### config.mk
export PLATFORM = sky130hd
export DESIGN_NAME = ccv_ctrl
export DESIGN_NICKNAME = d
export VERILOG_FILES = /design/src/hdl/assert_macros.svh /design/src/hdl/ccv_pkg.sv /design/src/hdl/ccv_ctrl.sv
export SDC_FILE = /design/constraint.sdc
export NUM_CORES = 1
export LEC_CHECK = 0
export BUFFER_PORTS_ARGS = -buffer_cell sky130_fd_sc_hd__buf_2
export CAP_MARGIN = 20
export CORE_AREA = 2 2 39 41
export DETAILED_ROUTE_END_ITERATION = 6
export DIE_AREA = 0 0 41 43
export GPL_TIMING_DRIVEN = 0
export PLACE_DENSITY = 0.48
export SYNTH_ARGS = -nofsm -noshare
export SYNTH_HDL_FRONTEND = slang
export SYNTH_SLANG_ARGS = --single-unit
### constraint.sdc
create_clock -name clk -period 1.6 [get_ports clk]
set_clock_uncertainty 0.2 [all_clocks]
set_input_delay 0.08 -clock clk [delete_from_list [all_inputs] [get_ports clk]]
set_output_delay 0.08 -clock clk [all_outputs]
set_load 0.01 [all_outputs]
### src/hdl/assert_macros.svh
// Assertion macros for the RTL of the circular convolution engine.
// Standalone header; ccv_dp takes it by include.
`ifndef ASSERT_MACROS_SVH
`define ASSERT_MACROS_SVH
`ifndef NO_ASSERTIONS
`define CCV_ASSERT(lbl, clk, rst_n, prop, msg) \
	lbl: assert property (@(posedge clk) disable iff (!rst_n) (prop)) else $error(msg);
`define CCV_ASSERT_NEXT(lbl, clk, rst_n, ante, cons, msg) \
	lbl: assert property (@(posedge clk) disable iff (!rst_n) (ante) |=> (cons)) \
		else $error(msg);
`else
`define CCV_ASSERT(lbl, clk, rst_n, prop, msg)
`define CCV_ASSERT_NEXT(lbl, clk, rst_n, ante, cons, msg)
`endif
`endif

### src/hdl/ccv_pkg.sv
// Types and constants of the circular convolution engine.
// No dependencies; used by the register, controller, datapath and top files.
package ccv_pkg;

	localparam int SIZE_W = 6;
	localparam int IDX_W = 5;
	localparam int VAL_W = 16;
	localparam int PROD_W = 32;
	localparam int ACC_W = 44;
	localparam int RES_W = 42;

	localparam logic [1:0] ACT_KERNEL = 2'd0;
	localparam logic [1:0] ACT_SAMPLE = 2'd1;
	localparam logic [1:0] ACT_READ = 2'd2;

	localparam logic signed [ACC_W-1:0] RES_MAX = ACC_W'(64'sd2199023255551);
	localparam logic signed [ACC_W-1:0] RES_MIN = -RES_MAX - ACC_W'(1);

	localparam logic [2:0] REG_WIDTH = 3'd0;
	localparam logic [2:0] REG_HEIGHT = 3'd4;

	typedef struct packed {
		logic wr_kernel;
		logic wr_sample;
		logic start;
		logic mod_step;
		logic loop_init;
		logic loop_step;
		logic publish;
	} ccv_cmd_t;

	typedef struct packed {
		logic mod_done;
		logic last;
		logic pipe_idle;
		logic out_free;
	} ccv_status_t;

	function automatic logic [SIZE_W-1:0] clamp_size(input logic [SIZE_W-1:0] raw,
			input int limit);
		logic [SIZE_W-1:0] res;
		if (raw == '0) begin
			res = SIZE_W'(1);
		end else if (32'(raw) > limit) begin
			res = SIZE_W'(limit);
		end else begin
			res = raw;
		end
		return res;
	endfunction

endpackage

### src/hdl/ccv_ctrl.sv
// Controller state machine of the convolution engine: sequences loads,
// index reduction, the multiply-accumulate sweep and result delivery. Uses ccv_pkg.
module ccv_ctrl import ccv_pkg::*; (
	input  logic        clk,
	input  logic        arst_n,
	input  logic        cmd_valid,
	input  logic [1:0]  action,
	output logic        cmd_stall,
	output ccv_cmd_t    cmd,
	input  ccv_status_t status
);

	typedef enum logic [3:0] {
		S_IDLE   = 4'b0001,
		S_REDUCE = 4'b0010,
		S_RUN    = 4'b0100,
		S_DRAIN  = 4'b1000
	} state_t;

	state_t state_q;
	state_t state_d;
	logic   accept;

	assign cmd_stall = (state_q != S_IDLE);
	assign accept = cmd_valid & ~cmd_stall;

	always_comb begin
		state_d = state_q;
		cmd = '0;
		unique case (state_q)
			S_IDLE: begin
				if (accept) begin
					cmd.wr_kernel = (action == ACT_KERNEL);
					cmd.wr_sample = (action == ACT_SAMPLE);
					if (action == ACT_READ) begin
						cmd.start = 1'b1;
						state_d = S_REDUCE;
					end
				end
			end
			S_REDUCE: begin
				if (status.mod_done) begin
					cmd.loop_init = 1'b1;
					state_d = S_RUN;
				end else begin
					cmd.mod_step = 1'b1;
				end
			end
			S_RUN: begin
				cmd.loop_step = 1'b1;
				if (status.last) begin
					state_d = S_DRAIN;
				end
			end
			S_DRAIN: begin
				if (status.pipe_idle && status.out_free) begin
					cmd.publish = 1'b1;
					state_d = S_IDLE;
				end
			end
			default: state_d = S_IDLE;
		endcase
	end

	always_ff @(posedge clk or negedge arst_n) begin
		if (!arst_n) begin
			state_q <= S_IDLE;
		end else begin
			state_q <= state_d;
		end
	end

endmodule

==> results of run 1 <==
path summary, 6_finish.rpt:
| path | end | from | slack (ns) | cells after the start |
|---|---|---|---|---|
| setup / recovery | cmd[5] | state_q[2] | -0.12 | 4 |
| hold / removal | state_q[1] | action[1] | 0.08 | 4 |
| setup reg to reg | state_q[0] | state_q[2] | 0.12 | 4 |
| hold reg to reg | state_q[3] | state_q[1] | 0.36 | 2 |
| max in group asynchronous | state_q[1] | arst_n | 0.52 | 3 |
| min in group asynchronous | state_q[0] | arst_n | 0.12 | 2 |
synth_stat cells, types with 2 or more instances:
cell type  instances
dfrtp_1            3
nand2b_1           3
a211oi_1           2
a21oi_1            2
buf_6              2
inv_1              2
nand2_1            2
nor3_1             2
final cells by class:
cell class                      count  area (µm²)
Multi-Input combinational cell     25       215.2
Sequential cell                     4       102.6
Fill cell                         144       790.8
Inverter                            2       7.507
Timing Repair Buffer               30       210.2
Buffer                              1       11.26
Tap cell                           16       20.02
Clock buffer                        4       26.28
cell families after synthesis:
group           synth area share [%]
simple gates                   46.01
compound gates                 12.55
flops                          30.80
buf+inv                        10.65
layout by cell type (no fill, tap or decap), types with 3 or more instances in the layout:
cell	Yosys	routed
buf_6	2	3
nand2b_1	3	3
buf_4	0	5
dlygate4sd3_1	0	7
clkbuf_4	0	3
buf_2	1	16
power by group:
part	switching [µW]	internal, µW	total, µW
logic	32.4	41.5	73.8
registers	1.52	105	107
clock network	47.9	93.9	142
total	81.8	241	323
tightest hold or removal path: cells and delay by family:
kind          cells  cell delay (ns)
simple gates      2             0.16
buf+inv           2             0.23
metrics by stage:
stage | setup TNS, ns | area (µm²) | total power [µW] | hold slack, ns
floorplan | 0 | 329.1 | 135.8 | -0.4156
global placement | 0 | 429.2 | 158.9 | -0.3111
detailed placement | 0 | 429.2 | 159.0 | -0.3124
CTS | -0.6835 | 581.8 | 319.5 | 0.005121
global route | -1.035 | 593.1 | 342.8 | 0.1039
finish | -0.4858 | 593.1 | 322.5 | 0.07670
metal layers:
metal / vias to the layer above / share of wire, % / routed length (µm) / global-route usage (%)
li1: 185 / - / - / -
met5: - / 0 / 0 / 0
met2: 12 / 50 / 449 / 15.94
met3: 2 / 3.4 / 30 / 0
met4: 0 / 2.6 / 23 / 10.00
met1: 169 / 43 / 387 / 17.76
what timing repair did:
action	in CTS	in global routing
resized for setup	3	7
buffers inserted	5	2
endpoints found under the setup margin	4	8
hold buffers	7	0
pin swaps	4	6
endpoints found under the hold margin	7	0
==> results.yml, run 1 <==
status:
  status: "finished, violations left"
  violations: "negative setup slack"
clocking:
  cts_tree: "built"
  tritoncts.num_buffers: 3
  insertion_delay_ns: 0.25
  clockRootBuffer: "clkbuf_4"
  clk_pin_slew_ns: 0.05
  cts_htree_levels: 1
  cts_sinks: 4
  clockBufferDepth: 2
power:
  peakVddDrop_v: 0.0003080
  p_per_area_nw_per_um2: 543.8
  leakage_uw: 0.0002990
setup_path:
  critPathRequiredTime_ns: 1.32
  start_kind: "flip-flop"
  slowest_delay_ns: 0.43
  critPathTopFamily: "simple AND/OR/NAND/NOR gates"
  crit_chain: "nor4b_4 -> nand2_2 -> nor3b_2 -> buf_2"
  end_kind: "primary output"
  slowest_stage: "dfrtp_2"
  worstSetupPathType: "reg2out"
  crit_arrival_ns: 1.44
  crit_buf_inv: 1
  cp_max_fo: 3
yosys:
  ys.flop_type: "dfrtp_1"
  syn_area_um2: 329.1
  synth_seq_cells: 4
  synth_edf_count: 0
  synth_top_area_share_pct: 22.81
  yosys-top-cells-area: "dfrtp_1, dfstp_2, nor4b_4, buf_6, nand2b_1"
  netlist_instances: 34
  synth_cell_types: 24
  async_flop_share_pct: 100.0
  synth_warnings: 0
  yosysTopAreaCell: "dfrtp_1"
  seq_area_frac_synth_pct: 30.80
  synth_nets: 43
  syn_avg_cell_area_um2: 9.678
die:
  die-height_um: 43
  core_area_um2: 1384
  pin_count: 17
  die_area_um2: 1763
  row_count: 14
  initial_core_util_pct: 23.78
  fp.dieW_um: 41
final_layout:
  stdcell_count: 82
  regMostFlops: "state_q"
  area_growth_pct: 80.23
  utilization_pct: 42.86
  nets: 76
  antennaDiodeCount: 0
  largest_reg_flops: 4
  largest_registers: "state_q (4)"
  drive_above_1_share_pct: 53.03
sta:
  fmax_mhz: 580.2
  slew_headroom_pct: 81.67
  min_period_ns: 1.723
  fin_crit_sh_pct: 107.7
  grt_setup_unrepaired: "yes"
  fin_ws_ns: -0.1234
  slew_viol_final: 0
  tightest_slew_ns: 0.2738
  hold_viol: 0
  setup_viol_count_final: 6
detailed_routing:
  antenna_left: 0
  viasPerCell: 4.488
  routedWlPerCell_um: 10.85
  wirelength_um: 890
  num_vias: 368
  drc: 0
  drt_first_pass_iters: 3
  dr.first_iter.drc_count: 13
placed_design:
  io_buffers: 16
  hpwl_um: 499.6
  post-place-ws_ns: 0.02248
  place_inst: 66
  gp_congestion: 0.6295
global_routing:
  track_usage_pct: 12.13
  grt_pass1_vias: 328
  grt_overflow: 0
  grt_pass1_wl_mm: 1.421
  grt_max_degree: 11
  antenna_found_initial: 0
min_path:
  min_path_type: "in2reg"
run:
  maxCapViolations: 0
Note: power is estimated with default switching activity, not from simulation.
==> run 2, diff against run 1 <==
--- a/config.mk
+++ b/config.mk
@@ -10,8 +10,9 @@
 export CORE_AREA = 2 2 39 41
 export DETAILED_ROUTE_END_ITERATION = 6
 export DIE_AREA = 0 0 41 43
+export GPL_ROUTABILITY_DRIVEN = 0
 export GPL_TIMING_DRIVEN = 0
-export PLACE_DENSITY = 0.48
+export RECOVER_POWER = 50
 export SYNTH_ARGS = -nofsm -noshare
 export SYNTH_HDL_FRONTEND = slang
 export SYNTH_SLANG_ARGS = --single-unit
==> results.yml, run 2 (synthesis results as in run 1) <==
final_layout:
  stdcell_count: 79
  largest_registers: "state_q (4)"
  final_cell_mix: "buf_2, buf_4, dlygate4sd3_1, clkbuf_4"
  antennaDiodeCount: 0
  largest_reg_flops: 4
  final_common_cell: "buf_2"
  utilization_pct: 41.05
  regMostFlops: "state_q"
  fillers: 143
  nets: 73
  area_growth_pct: 72.62
  drive_above_1_share_pct: 57.14
die:
  initial_core_util_pct: 23.78
  core_area_um2: 1384
  pin_count: 17
  die-height_um: 43
  fp.dieW_um: 41
  die_area_um2: 1763
  row_count: 14
sta:
  fin_crit_sh_pct: 106.4
  tightest_slew_ns: 0.2787
  setup_viol_count_final: 5
  slew_headroom_pct: 81.34
  grt_setup_unrepaired: "yes"
  slew_viol_final: 0
  hold_viol: 0
  min_period_ns: 1.703
  fmax_mhz: 587.2
  fin_ws_ns: -0.1029
global_routing:
  grt_pass1_vias: 336
  antenna_found_initial: 0
  grt_pass1_wl_mm: 1.421
  grt_overflow: 0
  grt_max_degree: 11
  track_usage_pct: 12.05
placed_design:
  place_inst: 66
  hpwl_um: 532.8
  post-place-ws_ns: 0.01606
  io_buffers: 16
setup_path:
  rr_startpoint: "state_q[0]"
  slowest_stage: "dfstp_2"
  start_kind: "flip-flop"
  critPathRequiredTime_ns: 1.32
  critPathTopFamily: "flip-flops"
  slowest_delay_ns: 0.53
  end_kind: "primary output"
  crit_arrival_ns: 1.42
  crit_chain: "nor4b_4 -> nand2_2 -> nor3b_2 -> buf_2"
  timing.rr.end: "state_q[0]"
  worstSetupPathType: "reg2out"
  crit_buf_inv: 1
  rr_worst_depth: 4
  r2r_setup_slack_ns: 0.11
  cp_max_fo: 3
status:
  status: "finished, violations left"
  violations: "negative setup slack"
clocking:
  insertion_delay_ns: 0.24
  cts_htree_levels: 1
  clockBufferDepth: 2
  clockRootBuffer: "clkbuf_4"
  cts_sinks: 4
  tritoncts.num_buffers: 3
  cts_tree: "built"
  clk_pin_slew_ns: 0.04
detailed_routing:
  antenna_left: 0
  dr.first_iter.drc_count: 4
  routedWlPerCell_um: 11.27
  num_vias: 352
  wirelength_um: 890
  drc: 0
  viasPerCell: 4.456
  drt_first_pass_iters: 3
power:
  leakage_uw: 0.0002804
  p_total_uw: 315.2
  p_per_area_nw_per_um2: 554.8
  peakVddDrop_v: 0.0001949
run:
  maxCapViolations: 0
min_path:
  holdPathStages: 4
  min-delay-start: "cmd_valid"
  min_path_type: "in2reg"
  min_to: "state_q[1]"
==> run 2: stage by stage <==
| stage | cell area, µm² | hold WS [ns] | TNS [ns] |
|---|---|---|---|
| 5_1_grt | 568.0 | 0.08994 | -0.8371 |
| 2_1_floorplan | 329.1 | -0.4156 | 0 |
| 3_5_place_dp | 429.2 | -0.3090 | 0 |
| 6_report | 568.0 | 0.05376 | -0.3283 |
| 3_3_place_gp | 429.2 | -0.3106 | 0 |
| 4_1_cts | 560.5 | 0.05821 | -0.7423 |
==> run 2: where the power goes <==
part | internal (µW) | total (µW) | switching (µW) | leakage (µW)
sequential | 106 | 111 | 5.36 | 0.0000488
clock | 94.0 | 141 | 46.9 | 0.0000150
combinational | 35.5 | 63.4 | 27.9 | 0.000217
==> run 2: area by class of cell <==
cell class	instances	area [µm²]	area share [%]
repair buffers	28	181.4	31.94
clock buffers	4	26.28	4.626
flip-flops and latches	4	103.9	18.28
multi-input cells	25	229.0	40.31
inverters	2	7.507	1.322
well taps	16	20.02	3.524
==> run 2: metal layers <==
layer	GRT usage (%)	wire length, µm	vias up
met3	1.571	49	0
li1	-	-	179
met4	8.000	0	0
met2	18.44	471	11
met1	14.79	369	162
met5	0	0	-
==> run 2: worst min-delay path, cell delays in order <==
cell	delay, ns
buf_2	0.11
nand4b_1	0.10
buf_4	0.12
nand2b_1	0.05
==> run 2: worst max-delay path by stage <==
stage / end / cells after the start / slack [ns] / start
2_1_floorplan: cmd[6] / 3 / 0.15 / state_q[0]
3_3_place_gp: cmd[5] / 4 / 0.04 / state_q[0]
3_5_place_dp: cmd[4] / 4 / 0.02 / state_q[0]
4_1_cts: cmd[5] / 5 / -0.17 / state_q[3]
5_1_grt: cmd[5] / 4 / -0.19 / state_q[0]
6_report: cmd[5] / 4 / -0.10 / state_q[0]
==> run 2: repair_timing <==
| action | 4_1_cts | 5_1_grt |
|---|---|---|
| hold endpoints to repair | 6 | 0 |
| hold buffers | 5 | 0 |
| resized for setup | 1 | 7 |
| buffers inserted | 7 | 0 |
| pin swaps | 5 | 2 |
| setup endpoints to repair | 5 | 9 |
