## src/hdl/assert_macros.svh

```systemverilog
// Assertion macros for the RTL of the circular convolution engine.
// Standalone header; ccv_dp takes it by include.
`ifndef ASSERT_MACROS_SVH
`define ASSERT_MACROS_SVH
`ifndef NO_ASSERTIONS
`define CCV_ASSERT(lbl, clk, rst_n, prop, msg) \
	lbl: assert property (@(posedge clk) disable iff (!rst_n) (prop)) else $error(msg);
`define CCV_ASSERT_NEXT(lbl, clk, rst_n, ante, cons, msg) \
	lbl: assert property (@(posedge clk) disable iff (!rst_n) (ante) |=> (cons)) \
		else $error(msg);
`else
`define CCV_ASSERT(lbl, clk, rst_n, prop, msg)
`define CCV_ASSERT_NEXT(lbl, clk, rst_n, ante, cons, msg)
`endif
`endif

```

## src/hdl/ccv_pkg.sv

```systemverilog
// Types and constants of the circular convolution engine.
// No dependencies; used by the register, controller, datapath and top files.
package ccv_pkg;

	localparam int SIZE_W = 6;
	localparam int IDX_W = 5;
	localparam int VAL_W = 16;
	localparam int PROD_W = 32;
	localparam int ACC_W = 44;
	localparam int RES_W = 42;

	localparam logic [1:0] ACT_KERNEL = 2'd0;
	localparam logic [1:0] ACT_SAMPLE = 2'd1;
	localparam logic [1:0] ACT_READ = 2'd2;

	localparam logic signed [ACC_W-1:0] RES_MAX = ACC_W'(64'sd2199023255551);
	localparam logic signed [ACC_W-1:0] RES_MIN = -RES_MAX - ACC_W'(1);

	localparam logic [2:0] REG_WIDTH = 3'd0;
	localparam logic [2:0] REG_HEIGHT = 3'd4;

	typedef struct packed {
		logic wr_kernel;
		logic wr_sample;
		logic start;
		logic mod_step;
		logic loop_init;
		logic loop_step;
		logic publish;
	} ccv_cmd_t;

	typedef struct packed {
		logic mod_done;
		logic last;
		logic pipe_idle;
		logic out_free;
	} ccv_status_t;

	function automatic logic [SIZE_W-1:0] clamp_size(input logic [SIZE_W-1:0] raw,
			input int limit);
		logic [SIZE_W-1:0] res;
		if (raw == '0) begin
			res = SIZE_W'(1);
		end else if (32'(raw) > limit) begin
			res = SIZE_W'(limit);
		end else begin
			res = raw;
		end
		return res;
	endfunction

endpackage

```

## src/hdl/ccv_regs.sv

```systemverilog
// APB configuration registers: columns and rows in use.
// Depends on ccv_pkg.
module ccv_regs import ccv_pkg::*; (
	input  logic              clk,
	input  logic              arst_n,
	input  logic              psel,
	input  logic              penable,
	input  logic              pwrite,
	input  logic [2:0]        paddr,
	input  logic [31:0]       pwdata,
	output logic [31:0]       prdata,
	output logic              pready,
	output logic [SIZE_W-1:0] width_in_use,
	output logic [SIZE_W-1:0] height_in_use
);

	logic [SIZE_W-1:0] width_q;
	logic [SIZE_W-1:0] height_q;
	logic              wr_en;
	logic [2:0]        reg_sel;

	assign pready = 1'b1;
	assign wr_en = psel & penable & pwrite;
	assign reg_sel = {paddr[2], 2'b00};

	always_ff @(posedge clk or negedge arst_n) begin
		if (!arst_n) begin
			width_q <= SIZE_W'(32);
			height_q <= SIZE_W'(32);
		end else if (wr_en) begin
			unique case (reg_sel)
				REG_WIDTH: width_q <= pwdata[SIZE_W-1:0];
				REG_HEIGHT: height_q <= pwdata[SIZE_W-1:0];
				default: ;
			endcase
		end
	end

	always_comb begin
		unique case (reg_sel)
			REG_WIDTH: prdata = {{(32-SIZE_W){1'b0}}, width_q};
			REG_HEIGHT: prdata = {{(32-SIZE_W){1'b0}}, height_q};
			default: prdata = '0;
		endcase
	end

	assign width_in_use = width_q;
	assign height_in_use = height_q;

endmodule

```

## config.mk

```make
export PLATFORM = sky130hd
export DESIGN_NAME = ccv_regs
export DESIGN_NICKNAME = d
export VERILOG_FILES = /design/src/hdl/assert_macros.svh /design/src/hdl/ccv_pkg.sv /design/src/hdl/ccv_regs.sv
export SDC_FILE = /design/constraint.sdc
export NUM_CORES = 1
export LEC_CHECK = 0
export ABC_AREA = 1
export BUFFER_PORTS_ARGS = -buffer_cell sky130_fd_sc_hd__buf_4
export CORE_UTILIZATION = 32
export DETAILED_ROUTE_END_ITERATION = 7
export PLACE_DENSITY = 0.87
export SLEW_MARGIN = 20
export SYNTH_ARGS = -nofsm -noshare
export SYNTH_HDL_FRONTEND = slang
export SYNTH_SLANG_ARGS = --single-unit
```

## constraint.sdc

```tcl
create_clock -name clk -period 1.2 [get_ports clk]
set_clock_uncertainty 0.2 [all_clocks]
set_input_delay 0.06 -clock clk [delete_from_list [all_inputs] [get_ports clk]]
set_output_delay 0.06 -clock clk [all_outputs]
set_load 0.02 [all_outputs]
```

==> results of run 1 <==
[worst max-delay path: cells and delay by family (launching register included)]
family | cells | cell delay, ns
buf+inv | 1 | 0.11
flops | 1 | 0.55
simple gates | 2 | 0.11
[state kept, by name, indices dropped and copies added, names as in the netlist]
| name | flops |
|---|---|
| width_in_use | 6 |
| height_in_use | 6 |
[per-layer routing]
layer | track usage, % | share of wire (%) | up-vias
met5 | 0 | 0 | -
met2 | 23.4 | 51 | 37
li1 | - | - | 368
met3 | 3.57 | 8.2 | 0
met4 | 1.35 | 0 | 0
met1 | 15.6 | 41 | 339
[power by group through the flow]
stage / registers [mW] / clock network (mW) / logic, mW
finish: 0.548 / 0.264 / 0.743
global route: 0.557 / 0.276 / 0.797
CTS: 0.546 / 0.261 / 0.658
detailed placement: 0.559 / 0 / 0.575
global placement: 0.556 / 0 / 0.568
floorplan: 0.646 / 0 / 0.302
[layout make-up]
type	instances	area, µm²	area share [%]
repair buffers	50	435	37.6
multi-input cells	85	352	30.3
flip-flops and latches	12	303	26.1
well taps	28	35.0	3.02
clock buffers	4	26.3	2.27
inverters	2	7.51	0.648
[worst max-delay path by stage]
stage                           startpoint              end  slack, ns  cells after the start
after detailed placement          paddr[2]  width_in_use[1]       0.11                      5
after CTS                  width_in_use[5]        prdata[5]      -0.11                      3
after floorplan           height_in_use[5]        prdata[5]       0.14                      2
after global placement            paddr[2]  width_in_use[0]       0.12                      5
after global routing       width_in_use[5]        prdata[5]      -0.14                      3
final                      width_in_use[5]        prdata[5]       -0.1                      3
[cells by family after synthesis]
logic type	synth area share [%]
buffers and inverters	29.6
DFF	38.7
other	0.960
and+or+nand+nor	30.7
[layout by cell type (no fill, tap or decap)]
master / count
conb_1: 27
nand2_2: 4
buf_6: 10
inv_1: 2
nor2_2: 1
clkbuf_4: 3
nand3_1: 12
nand4_1: 2
clkbuf_1: 1
dlygate4sd3_1: 9
buf_4: 31
dfstp_2: 2
nand2_1: 39
dfrtp_1: 10
[per-stage QoR]
stage / power [mW] / instance area, µm²
after floorplan: 0.948 / 876
after global placement: 1.12 / 927
after detailed placement: 1.13 / 927
after CTS: 1.46 / 1090
after global routing: 1.63 / 1160
final: 1.56 / 1160
[repair_timing]
| action | in CTS | in global routing |
|---|---|---|
| resized for setup | 2 | 12 |
| hold buffers | 9 | 0 |
| setup buffers | 5 | 4 |
| setup endpoints to repair | 6 | 10 |
| endpoints found under the hold margin | 24 | 0 |
| pin swaps | 1 | 11 |
==> run summary, run 1 <==
Synth Flop Type -> dfrtp_1
setup tns final -> -0.189 ns
vias -> 744
Fillers -> 221
hold slack final -> 0.0616 ns
All-Layer GR Usage -> 12.9%
maximum VDD drop -> 0.686 mV
minimum clock period -> 1.30 ns
crit path kind -> reg2out
status -> finished, violations left
WHS Path Cells -> 4
number of H-tree levels -> 1
top post-synthesis cells by count -> nand2_1, buf_4, nand3_1
die width -> 51.4 µm
Crit path largest cell delay -> 0.55 ns
TritonCTS clock tree -> built
IO Pins -> 85
Maximum Capacitance Violations -> 0
# DRC -> 0
Mapped Area -> 782 µm²
switching pwr -> 0.597 mW
Die Height -> 51.4 µm
Critical-path top delay cell -> dfstp_2
most frequent cell after synthesis -> nand2_1
worst hold path class -> in2reg
crit-path most repeated cell -> nand2_2
drt total wl -> 1.79 mm
Reg-to-Reg End -> height_in_use[3]
Antenna diodes -> 0
GRT overflow -> 0
initial antenna violation count -> 0
switch share -> 38.4%
Leak -> 0.668 nW
Via density -> 4.11
area grow syn2layout -> 48.2%
clock network fraction of design power -> 17.0%
Synth area leader -> dfrtp_1
CP Launch Type -> flip-flop
core area -> 2250 µm²
CP cell instances -> nand2_2, nand2_2, buf_6
Hold EP -> height_in_use[1]
critical path fanouts, max -> 3
largest net degree at the start of global routing -> 13
initial core utilization -> 34.7%
PwrDens -> 1340 nW/µm²
reg2reg path depth -> 4
Worst Path Required -> 0.94 ns
register area share after synthesis -> 38.7%
P_int -> 0.958 mW
Core Rows -> 17
# setup viols final -> 3
failing checks -> setup timing
share of cells above drive strength 1 -> 33.3%
CTS root buf -> clkbuf_4
Ys Warns -> 0
WL per Instance -> 9.88 µm
Setup crit end kind -> output port
drt initial violations -> 10
pre-CTS WS -> 0.106 ns
Comb pwr share -> 47.8%
async set-reset flop share out of synthesis -> 100%
Synth top area share -> 32.0%
Final Max Tran Viols -> 0
crit path DAT -> 1.04 ns
vias in the first global route -> 616
Mapped Cells -> 104
Worst-Skew Late Latency -> 0.27 ns
Hold Path Origin -> pwrite
Post-Syn Area per Cell -> 7.52 µm²
Final Hold Fails -> 0
die area -> 2650 µm²
PortBufs -> 29
R2R setup slack -> 0.13 ns
fin cells -> 181
period utilization -> 108%
CTS Sinks -> 12
Flop pwr share -> 35.2%
gpl congestion -> 0.683
clock-pin slew on the worst setup and hold paths -> 0.08 ns
final setup margin -> -0.0995 ns
Final #Nets -> 194
Yosys reg bits -> 12
worst reg2reg path startpoint -> height_in_use[3]
Routed Antenna Nets -> 0
TritonCTS Buffers -> 3
DP HPWL -> 1.16 mm
Final Util -> 51.4%
RSZ-0062 raised after global routing -> true
first-pass GRT wire length -> 2.59 mm
top cells by area, synth -> dfrtp_1, buf_4, nand2_1
Max Fclk -> 770 MHz
Cells after DPL -> 159
number of library cell types mapped by synthesis -> 11
Longest Clk Path Bufs -> 2
Post-synth EDFFs -> 0
Detailed Routing Iterations Pass 1 -> 4
(Power assumes the default switching activity.)
==> inputs of run 2 (changes only) <==
Settings changed: TNS_END_PERCENT from default to 20.
Clock period 1.2 ns to 1.5 ns, I/O delays scaled along.
==> run 2 against run 1 <==
Against the previous run:
- global-route usage increased by 1.7 points
- design area shrank 10%
- total power shrank 24%
- largest power group unchanged
- first-iteration DRC count up 60%
- the flow now finishes without violations
==> run summary, run 2 (synthesis results as in run 1) <==
drt total wl -> 1.82 mm (+1.6%)
fin cells -> 170 (-6.1%)
Leak -> 0.617 nW (-7.6%)
met2 Use GR -> 25.1% (+1.7 points)
Cells after DPL -> 157 (-1.3%)
Routed Antenna Nets -> 0 (unchanged)
DP HPWL -> 1.21 mm (+4.2%)
switch share -> 38.6% (+0.16 points)
PortBufs -> 29 (unchanged)
Worst Path Required -> 1.22 ns (+0.28 ns)
Setup Fix Bufs, Post-CTS -> 0 (-5)
Worst-Skew Late Latency -> 0.27 ns (about the same)
Comb pwr share -> 40.8% (-7.0 points)
number of H-tree levels -> 1 (unchanged)
crit path DAT -> 1.07 ns (+0.03 ns)
initial antenna violation count -> 0 (unchanged)
Setup crit end kind -> output port
Maximum Capacitance Violations -> 0 (unchanged)
core area -> 2250 µm² (unchanged)
Final Util -> 46.2% (-5.2 points)
# setup viols final -> 0 (-3)
Final Max Tran Viols -> 0 (unchanged)
total chip power -> 1.18 mW (-24%)
crit-path most repeated cell -> nand2_1
Final #Nets -> 183 (-5.7%)
setup tns final -> 0 ns (+0.189 ns)
GRT overflow -> 0 (unchanged)
CP Launch Type -> flip-flop
Die Height -> 51.4 µm (unchanged)
WHS Path Cells -> 4 (unchanged)
met1 GRT Util -> 16.1% (+0.49 points)
share of cells above drive strength 1 -> 26.1% (-7.3 points)
RSZ-0062 raised after global routing -> false
worst hold path class -> in2reg
CTS root buf -> clkbuf_4
# DRC -> 0 (unchanged)
status -> complete, no violations
Flop pwr share -> 37.5% (+2.3 points)
WL per Instance -> 10.7 µm (+8.1%)
Antenna diodes -> 0 (unchanged)
CP cell instances -> nand2_1, nand2_1, buf_4
TritonCTS clock tree -> built
gpl congestion -> 0.679 (-0.57%)
vias in the first global route -> 659 (+7.0%)
PwrDens -> 1130 nW/µm² (-16%)
commonest cells after routing, fill and taps aside -> nand2_1, buf_4, conb_1, nand3_1, dfrtp_1
die area -> 2650 µm² (unchanged)
initial core utilization -> 34.7% (unchanged)
reg2reg path depth -> 2 (-2)
CTS Sinks -> 12 (unchanged)
Critical-path top delay cell -> dfstp_2
period utilization -> 89.8%
Detailed Routing Iterations Pass 1 -> 4 (unchanged)
IO Pins -> 85 (unchanged)
largest net degree at the start of global routing -> 13 (unchanged)
clock network fraction of design power -> 21.8% (+4.8 points)
Core Rows -> 17 (unchanged)
GRT met3 Usage -> 4.46% (+0.89 points)
critical path fanouts, max -> 3 (unchanged)
vias -> 714 (-4.0%)
All-Layer GR Usage -> 14.6% (+1.7 points)
TritonCTS Buffers -> 3 (unchanged)
switching pwr -> 0.455 mW (-24%)
commonest non-fill, non-tap cell in the layout -> nand2_1
first-pass GRT wire length -> 2.86 mm (+10%)
crit path kind -> reg2out
Final Hold Fails -> 0 (unchanged)
maximum VDD drop -> 0.495 mV (-28%)
Longest Clk Path Bufs -> 2 (unchanged)
Crit path largest cell delay -> 0.56 ns (about the same)
Via density -> 4.20 (+2.2%)
drt initial violations -> 16 (+6)
busiest layer in global routing -> met2
Max Fclk -> 742 MHz
P_int -> 0.724 mW (-24%)
die width -> 51.4 µm (unchanged)
minimum clock period -> 1.35 ns
clock-pin slew on the worst setup and hold paths -> 0.08 ns (about the same)
area grow syn2layout -> 33.1%
[run 2: path summary, 6_finish.rpt]
kind,start,end,slack (ns)
worst max-delay path,height_in_use[5],prdata[5],0.15
worst min-delay path,paddr[2],width_in_use[0],0.009
worst max register to register,height_in_use[5],height_in_use[5],0.57
worst min register to register,width_in_use[5],width_in_use[5],0.28
max in group asynchronous,arst_n,height_in_use[2],0.48
min in group asynchronous,arst_n,width_in_use[5],0.11
[run 2: cell type report]
class / count / area, µm²
fill: 231 / 1210
inverter: 2 / 7.51
timing repair buffer: 39 / 318
tap: 28 / 35.0
clock buffer: 4 / 36.3
multi-input combinational: 85 / 342
sequential: 12 / 303
[run 2: what timing repair did]
item                                    in CTS  in global routing
gates resized for setup                      0                  1
endpoints found under the hold margin       24                  0
endpoints found under the setup margin       0                  3
hold buffers                                 9                  0
[run 2: per-stage QoR]
step / setup slack (ns) / instance area (µm²) / hold WS [ns]
global placement: 0.397 / 912 / -0.279
finish: 0.153 / 1040 / 0.00908
floorplan: 0.424 / 876 / -0.421
detailed placement: 0.359 / 912 / -0.277
CTS: 0.0747 / 1040 / 0.00391
global route: 0.103 / 1040 / 0.0210
[run 2: power groups by stage]
stage / Clock, mW / Combinational, mW / Sequential, mW
final: 0.257 / 0.481 / 0.441
after global routing: 0.277 / 0.522 / 0.451
after CTS: 0.258 / 0.479 / 0.441
after detailed placement: 0 / 0.457 / 0.447
after global placement: 0 / 0.450 / 0.444
after floorplan: 0 / 0.242 / 0.517
[run 2: per-layer routing]
layer	part of all wire [%]	wire length, µm
met5	0	0
met4	2.5	45
met3	7.8	142
met2	51	926
met1	39	702
[run 2: critical path, delay by kind of cell, from the launching register on]
| kind | cells | cell delay, ns |
|---|---|---|
| buffers and inverters | 1 | 0.13 |
| flip-flops | 1 | 0.56 |
| AND/OR/NAND/NOR | 2 | 0.11 |
